## config.mk

```make
export PLATFORM = sky130hd
export DESIGN_NAME = mvt_out
export DESIGN_NICKNAME = d
export VERILOG_FILES = /design/src/rtl/mvt_pkg.sv /design/src/rtl/mvt_out.sv
export SDC_FILE = /design/constraint.sdc
export NUM_CORES = 1
export LEC_CHECK = 0
export BUFFER_PORTS_ARGS = -buffer_cell sky130_fd_sc_hd__buf_2
export CORE_AREA = 10 10 209 211
export CTS_BUF_LIST = sky130_fd_sc_hd__clkbuf_8
export CTS_CLUSTER_DIAMETER = 200
export DETAILED_ROUTE_END_ITERATION = 7
export DIE_AREA = 0 0 219 221
export PLACE_DENSITY = 0.57
export SETUP_SLACK_MARGIN = 0.05
export SLEW_MARGIN = 20
export SYNTH_ARGS = -nofsm -noshare
export SYNTH_HDL_FRONTEND = slang
export SYNTH_SLANG_ARGS = --single-unit
```

## constraint.sdc

```tcl
create_clock -name clk -period 7.1 [get_ports clk]
set_input_delay 1.42 -clock clk [delete_from_list [all_inputs] [get_ports clk]]
set_output_delay 1.42 -clock clk [all_outputs]
set_load 0.005 [all_outputs]
```

## src/rtl/mvt_pkg.sv

```systemverilog
`timescale 1ns / 1ps
`default_nettype none

package mvt_pkg;

  // Widths of the payload fields.
  localparam int DATA_W = 32;
  localparam int IDX_W  = 4;
  localparam int PROD_W = 2 * DATA_W;
  // Four products of two signed 32-bit values, plus the rounding constant.
  localparam int ACC_W  = PROD_W + 2;
  localparam int DIM    = 4;

  // 1.0 in Q16.16.
  localparam logic [DATA_W-1:0] ONE_Q16 = 32'h0001_0000;

  typedef enum logic [1:0] {
    OP_LOAD   = 2'd0,
    OP_XFORM4 = 2'd1,
    OP_XFORM3 = 2'd2,
    OP_XFORM2 = 2'd3
  } op_t;

  // One item as it travels down the row of cells.
  typedef struct packed {
    op_t                            op;
    logic [IDX_W-1:0]               idx;
    logic [DATA_W-1:0]              val;
    logic [DIM-1:0][DATA_W-1:0]     vec;
    logic [DIM-1:0][ACC_W-1:0]      acc;
  } item_t;

endpackage

`default_nettype wire

```

## src/rtl/mvt_out.sv

```systemverilog
`timescale 1ns / 1ps
`default_nettype none

// Rounds and saturates the four sums, clears the components that the mode
// does not produce, and holds the result until it is taken. Load items end
// here without a result.
module mvt_out (
  input  wire logic                    clk,
  input  wire logic                    rst_n,
  input  wire logic                    up_valid,
  output logic                         up_ready,
  input  wire mvt_pkg::item_t          up_item,
  output logic                         out_valid,
  input  wire logic                    out_ready,
  output logic [4*mvt_pkg::DATA_W-1:0] out_data
);

  localparam int SH_W = mvt_pkg::ACC_W - 16;

  logic                                      ov_r;
  logic                                      ov_nxt;
  logic [mvt_pkg::DIM-1:0][mvt_pkg::DATA_W-1:0] res_r;
  logic [mvt_pkg::DIM-1:0][mvt_pkg::DATA_W-1:0] res_nxt;
  logic                                      en;
  logic [mvt_pkg::ACC_W-1:0]                 rnd [mvt_pkg::DIM];
  logic [SH_W-1:0]                           sh  [mvt_pkg::DIM];
  logic                                      hi_ones  [mvt_pkg::DIM];
  logic                                      hi_zeros [mvt_pkg::DIM];

  always_comb begin
    en       = !ov_r || out_ready;
    up_ready = en;
    ov_nxt   = up_valid && (up_item.op != mvt_pkg::OP_LOAD);
    for (int r = 0; r < mvt_pkg::DIM; r++) begin
      // Add half a unit, then drop sixteen fraction bits.
      rnd[r]      = up_item.acc[r] + mvt_pkg::ACC_W'(32'h0000_8000);
      sh[r]       = rnd[r][mvt_pkg::ACC_W-1:16];
      hi_ones[r]  = &sh[r][SH_W-1:mvt_pkg::DATA_W-1];
      hi_zeros[r] = ~|sh[r][SH_W-1:mvt_pkg::DATA_W-1];
      if (hi_ones[r] || hi_zeros[r]) begin
        res_nxt[r] = sh[r][mvt_pkg::DATA_W-1:0];
      end else if (sh[r][SH_W-1]) begin
        res_nxt[r] = 32'h8000_0000;
      end else begin
        res_nxt[r] = 32'h7FFF_FFFF;
      end
    end
    if (up_item.op == mvt_pkg::OP_XFORM2) begin
      res_nxt[2] = '0;
    end
    if (up_item.op != mvt_pkg::OP_XFORM4) begin
      res_nxt[3] = '0;
    end
  end

  always_ff @(posedge clk) begin
    if (!rst_n) begin
      ov_r <= 1'b0;
    end else if (en) begin
      ov_r <= ov_nxt;
    end
  end

  always_ff @(posedge clk) begin
    if (en) begin
      res_r <= res_nxt;
    end
  end

  assign out_valid = ov_r;
  assign out_data  = res_r;

endmodule

`default_nettype wire

```

# Word level (Yosys, flattened, before mapping)
# Cells that the tools add are included.
# word_totals
in_bits	434
reg_bits	129
wordCells	39
# classes
muxes	8
add_sub_neg	4
eq_ne	2
n_reduce_logical	20
# op_table
operator	n
66-bit by 16-bit adder with 66-bit output, second input constant	4
32-bit 2-to-1 mux	8
19-bit AND reduction	4
19-bit OR reduction	4
1-bit logical NOT	5
1-bit logical OR	5
2-bit == test, second input constant	1
2-bit by 1-bit != test with 1-bit output, second input constant	1
2-bit nonzero test	1
1-bit logical AND	1

# Longest topological paths before layout
# logic_depth
depth_word	5
depth_mapped	13
mapped_depth_nobuf	10

# Least setup slack after synthesis
# No wires, ideal clock.
# synth_timing
path_kind	input -> output
from	input out_ready
to	output up_ready
path_buffers	0
slack_ns	1.121
stages	1
arrival_ns	4.559
path_cell_list	nand2b_1
# synth_between
elab_chain_cells	1
# synth_lines
element	line	rtl
from (decl)	mvt_out.sv:14	input wire logic out_ready,
1-bit logical OR	mvt_out.sv:31	en = !ov_r || out_ready;
to (decl)	mvt_out.sv:11	output logic up_ready,
# Every way passes these cells.

==> impl_metrics.toml <==
[outcome]
outcome = "finished, final reports clean"

[global_routing]
grt_max_degree = 67
track_usage = 0.1423
grt_pass1_vias = 9570
overflow = 0
grt_pass1_wl_microns = 54730
antenna_found_initial = 5

[clocking]
cts.clk_slew.worst_paths_ns = 0.08
tritoncts = "built"
cts_resized = 0
clk_latency_ns = 0.50
cts_buffers = 17
h-tree-depth = 4
clock-sinks = 129
holdBufCountCts = 0
cts_setup_buffers = 0
cts_max_path_buffers = 2
root_buffer = "clkbuf_8"

[timing]
fin_crit_sh = 0.7190
clock-skew-final_ns = 0.01387
post-route-min-period_ns = 5.105
layout_setup_ws_ns = 1.995
clock.fmax_mhz = 195.9
slew_violations = 0
worst_slew_pin_slew_ns = 1.018
fin_setup_tns_ns = 0
hold_viol_final = 0
rsz0062_at_grt = "false"
finalSetupViolations = 0
slew_headroom = 0.3196

[setup_path]
path_common_cell = "nand3_1"
crit_chain = "buf_2 > and3_1 > nand2_2 > nor4_2 > nand3_1 > xor2_1 > nand3_1 > or4b_4 > o31ai_4 > buf_4 > a21oi_2"
cp_num_buf_inv = 2
slowest_stage = "o31ai_4"
critPathLaunchType = "primary input"
path_delay_family = "simple AND/OR/NAND/NOR gates"
worstPathRequired_ns = 7.31
endpoint_kind = "flop"
critical_path_arrival_ns = 5.31
crit_path_max_fanout = 18
critPathKind = "in -> reg"
cp_slowest_stage_delay_ns = 0.84

[floorplan]
design.die.area_sq_mm = 0.04840
coreArea_sq_mm = 0.03946
initial_core_util = 0.2453
fp.dieW_microns = 219
pin_count = 564
num_rows = 73
die_h_microns = 221

[logic_synthesis]
synthTopCellsByArea = "edfxtp_1 (40%), xor2_1 (8.0%), xnor2_1 (6.9%)"
async_flop_share = 0
synth_area_sq_mm = 0.009681
synth-adder-area-share = 0.005170
synth_compound_area_frac = 0.1259
yosysTopAreaCell = "edfxtp_1"
synth_edf_count = 128
ys_warn_count = 0
synth_top_family_by_area = "simple AND/OR/NAND/NOR gates"
ys_ff_latch = 129
syn_inst = 1050
ys_seq_area_frac = 0.3991
synth_nets = 1488
yosysTopAreaCellShare = 0.3971
synth_top_flop_cell = "edfxtp_1"
yosys.area_share.xor_xnor = 0.1484
synthMuxAreaShare = 0.01047
synth.avg_cell_area_sq_um = 9.220
synth-simple-area-share = 0.2793
synth_cell_types = 67

[job]
maxCapViolations = 0

[drt]
drt_first_pass_iters = 5
drc_errors = 0
drt_iter0_drc = 746
ant_nets = 0
wl_per_cell_microns = 18.46
wl_microns = 35360
vias = 9549
vias_per_cell = 4.986

[final_layout]
areaGrowthSynthToFinish_pct = 27.14
fill_cells = 4254
layout-drive-gt1-share = 0.3120
ff_latch_area_sq_mm = 0.003864
fin_nets = 1813
final_cells = 1915
utilization = 0.3119
multi_input_area_sq_mm = 0.005535

[placed_design]
port-buffer-count = 339
dp_cells = 1881
detailedPlacementHpwl_microns = 28830
dp_slack_ns = 1.525
gp_congestion = 0.8683

[power_and_ir_drop]
power.leakage_uw = 0.004546
ir_worst_vdd_mv = 0.1145
power.total_uw = 1944
p_per_area_mw_per_mm2 = 158.0

[worst_hold_path]
worstHoldPathType = "reg -> reg"
## power breakdown
| part | leakage [uW] | total (uW) | switching (uW) | internal [uW] |
|---|---|---|---|---|
| clock | 0.000204 | 678 | 334 | 344 |
| sequential | 0.00137 | 916 | 15.8 | 901 |
| combinational | 0.00297 | 350 | 207 | 143 |
| total | 0.00455 | 1940 | 557 | 1390 |
## per-layer routing
metal | vias to the layer above | GRT usage | part of all wire
met4 | 4 | 0.04611 | 0.016
met5 | - | 0 | 0.00057
li1 | 4614 | - | -
met2 | 345 | 0.2339 | 0.47
met3 | 42 | 0.04161 | 0.082
met1 | 4544 | 0.1744 | 0.43
## worst register-to-register path, cell delays in order (launching register included)
cell and delay (ns):
dfxtp_1 0.34, nand2b_4 0.12, buf_4 0.71
## final cells by class
cell class	instances	share of cell area
Antenna cell	2	0.0004066
Clock buffer	17	0.01901
Clock inverter	15	0.01352
Inverter	26	0.007929
Multi-Input combinational cell	855	0.4497
Sequential cell	129	0.3139
Tap cell	525	0.05337
Timing Repair Buffer	346	0.1421
## per-stage QoR
step	instance area (sq um)	hold WS, ns
after floorplan	9681	1.574
after global routing	12310	0.6119
after global placement	11890	0.6167
after detailed placement	11890	0.6124
final	12310	0.5858
after CTS	12290	0.6184
## cell families (layout without fill, tap and decap cells)
group,Yosys count,after routing
buffers and inverters,66,404
AO/OA/AOI/OAI,191,191
multiplexers,10,10
XOR/XNOR,164,164
adder cells (fa/ha/maj),4,4
flip-flops,129,129
other,0,2
AND/OR/NAND/NOR,486,486
## cells in the mapped netlist (3+ instances only)
| master | count |
|---|---|
| and4_1 | 21 |
| or3_1 | 4 |
| edfxtp_1 | 128 |
| nor3_1 | 33 |
| nand4_1 | 74 |
| ha_1 | 4 |
| nand3_1 | 87 |
| o31a_1 | 3 |
| and2_1 | 13 |
| nand2b_1 | 6 |
| a31o_2 | 3 |
| o211ai_1 | 4 |
| or4_1 | 5 |
| buf_6 | 7 |
| mux2i_1 | 9 |
| nor3b_1 | 5 |
| clkbuf_1 | 27 |
| nand2_1 | 82 |
| buf_2 | 5 |
| nor4b_1 | 3 |
| inv_1 | 26 |
| o21ai_1 | 5 |
| a21boi_0 | 3 |
| a31oi_1 | 5 |
| a211o_1 | 3 |
| nor2b_1 | 3 |
| a311oi_1 | 4 |
| o31ai_1 | 3 |
| a21oi_2 | 30 |
| o21ai_0 | 71 |
| nor2_1 | 63 |
| xnor2_1 | 76 |
| or2_2 | 5 |
| nor4_1 | 34 |
| xor2_1 | 88 |
| a21oi_1 | 41 |
| and3_1 | 31 |
## state kept, by name, indices dropped and copies added (netlist names)
| signal | flops |
|---|---|
| out_data | 128 |
| out_valid | 1 |
## placed cells by master (no fill, tap or decap), types with 4 or more instances in the layout
cell      synthesis  routed
buf_2             5     339
edfxtp_1        128     128
xor2_1           88      88
nand3_1          87      87
nand2_1          82      82
xnor2_1          76      76
nand4_1          74      74
o21ai_0          71      71
nor2_1           63      63
a21oi_1          41      40
nor4_1           34      34
nor3_1           33      33
and3_1           31      31
a21oi_2          30      30
inv_1            26      27
and4_1           21      21
clkbuf_8          0      17
and2_1           13      12
mux2i_1           9       9
buf_4             0       7
or2_2             5       5
or4_1             5       5
nand2b_1          6       5
a31oi_1           5       5
nor3b_1           5       5
a311oi_1          4       4
o211ai_1          4       4
o21ai_1           5       4
or3_1             4       4
ha_1              4       4
## final timing paths
| kind | start | to | slack [ns] | cells past startpoint |
|---|---|---|---|---|
| min | out_valid | out_data[120] | 0.59 | 1 |
| max | up_item[89] | out_data[52] | 2.00 | 11 |
| max reg2reg | out_valid | out_data[58] | 5.51 | 2 |
| min reg2reg | out_valid | out_data[120] | 0.59 | 1 |
Power figures use the tool's default switching activity.
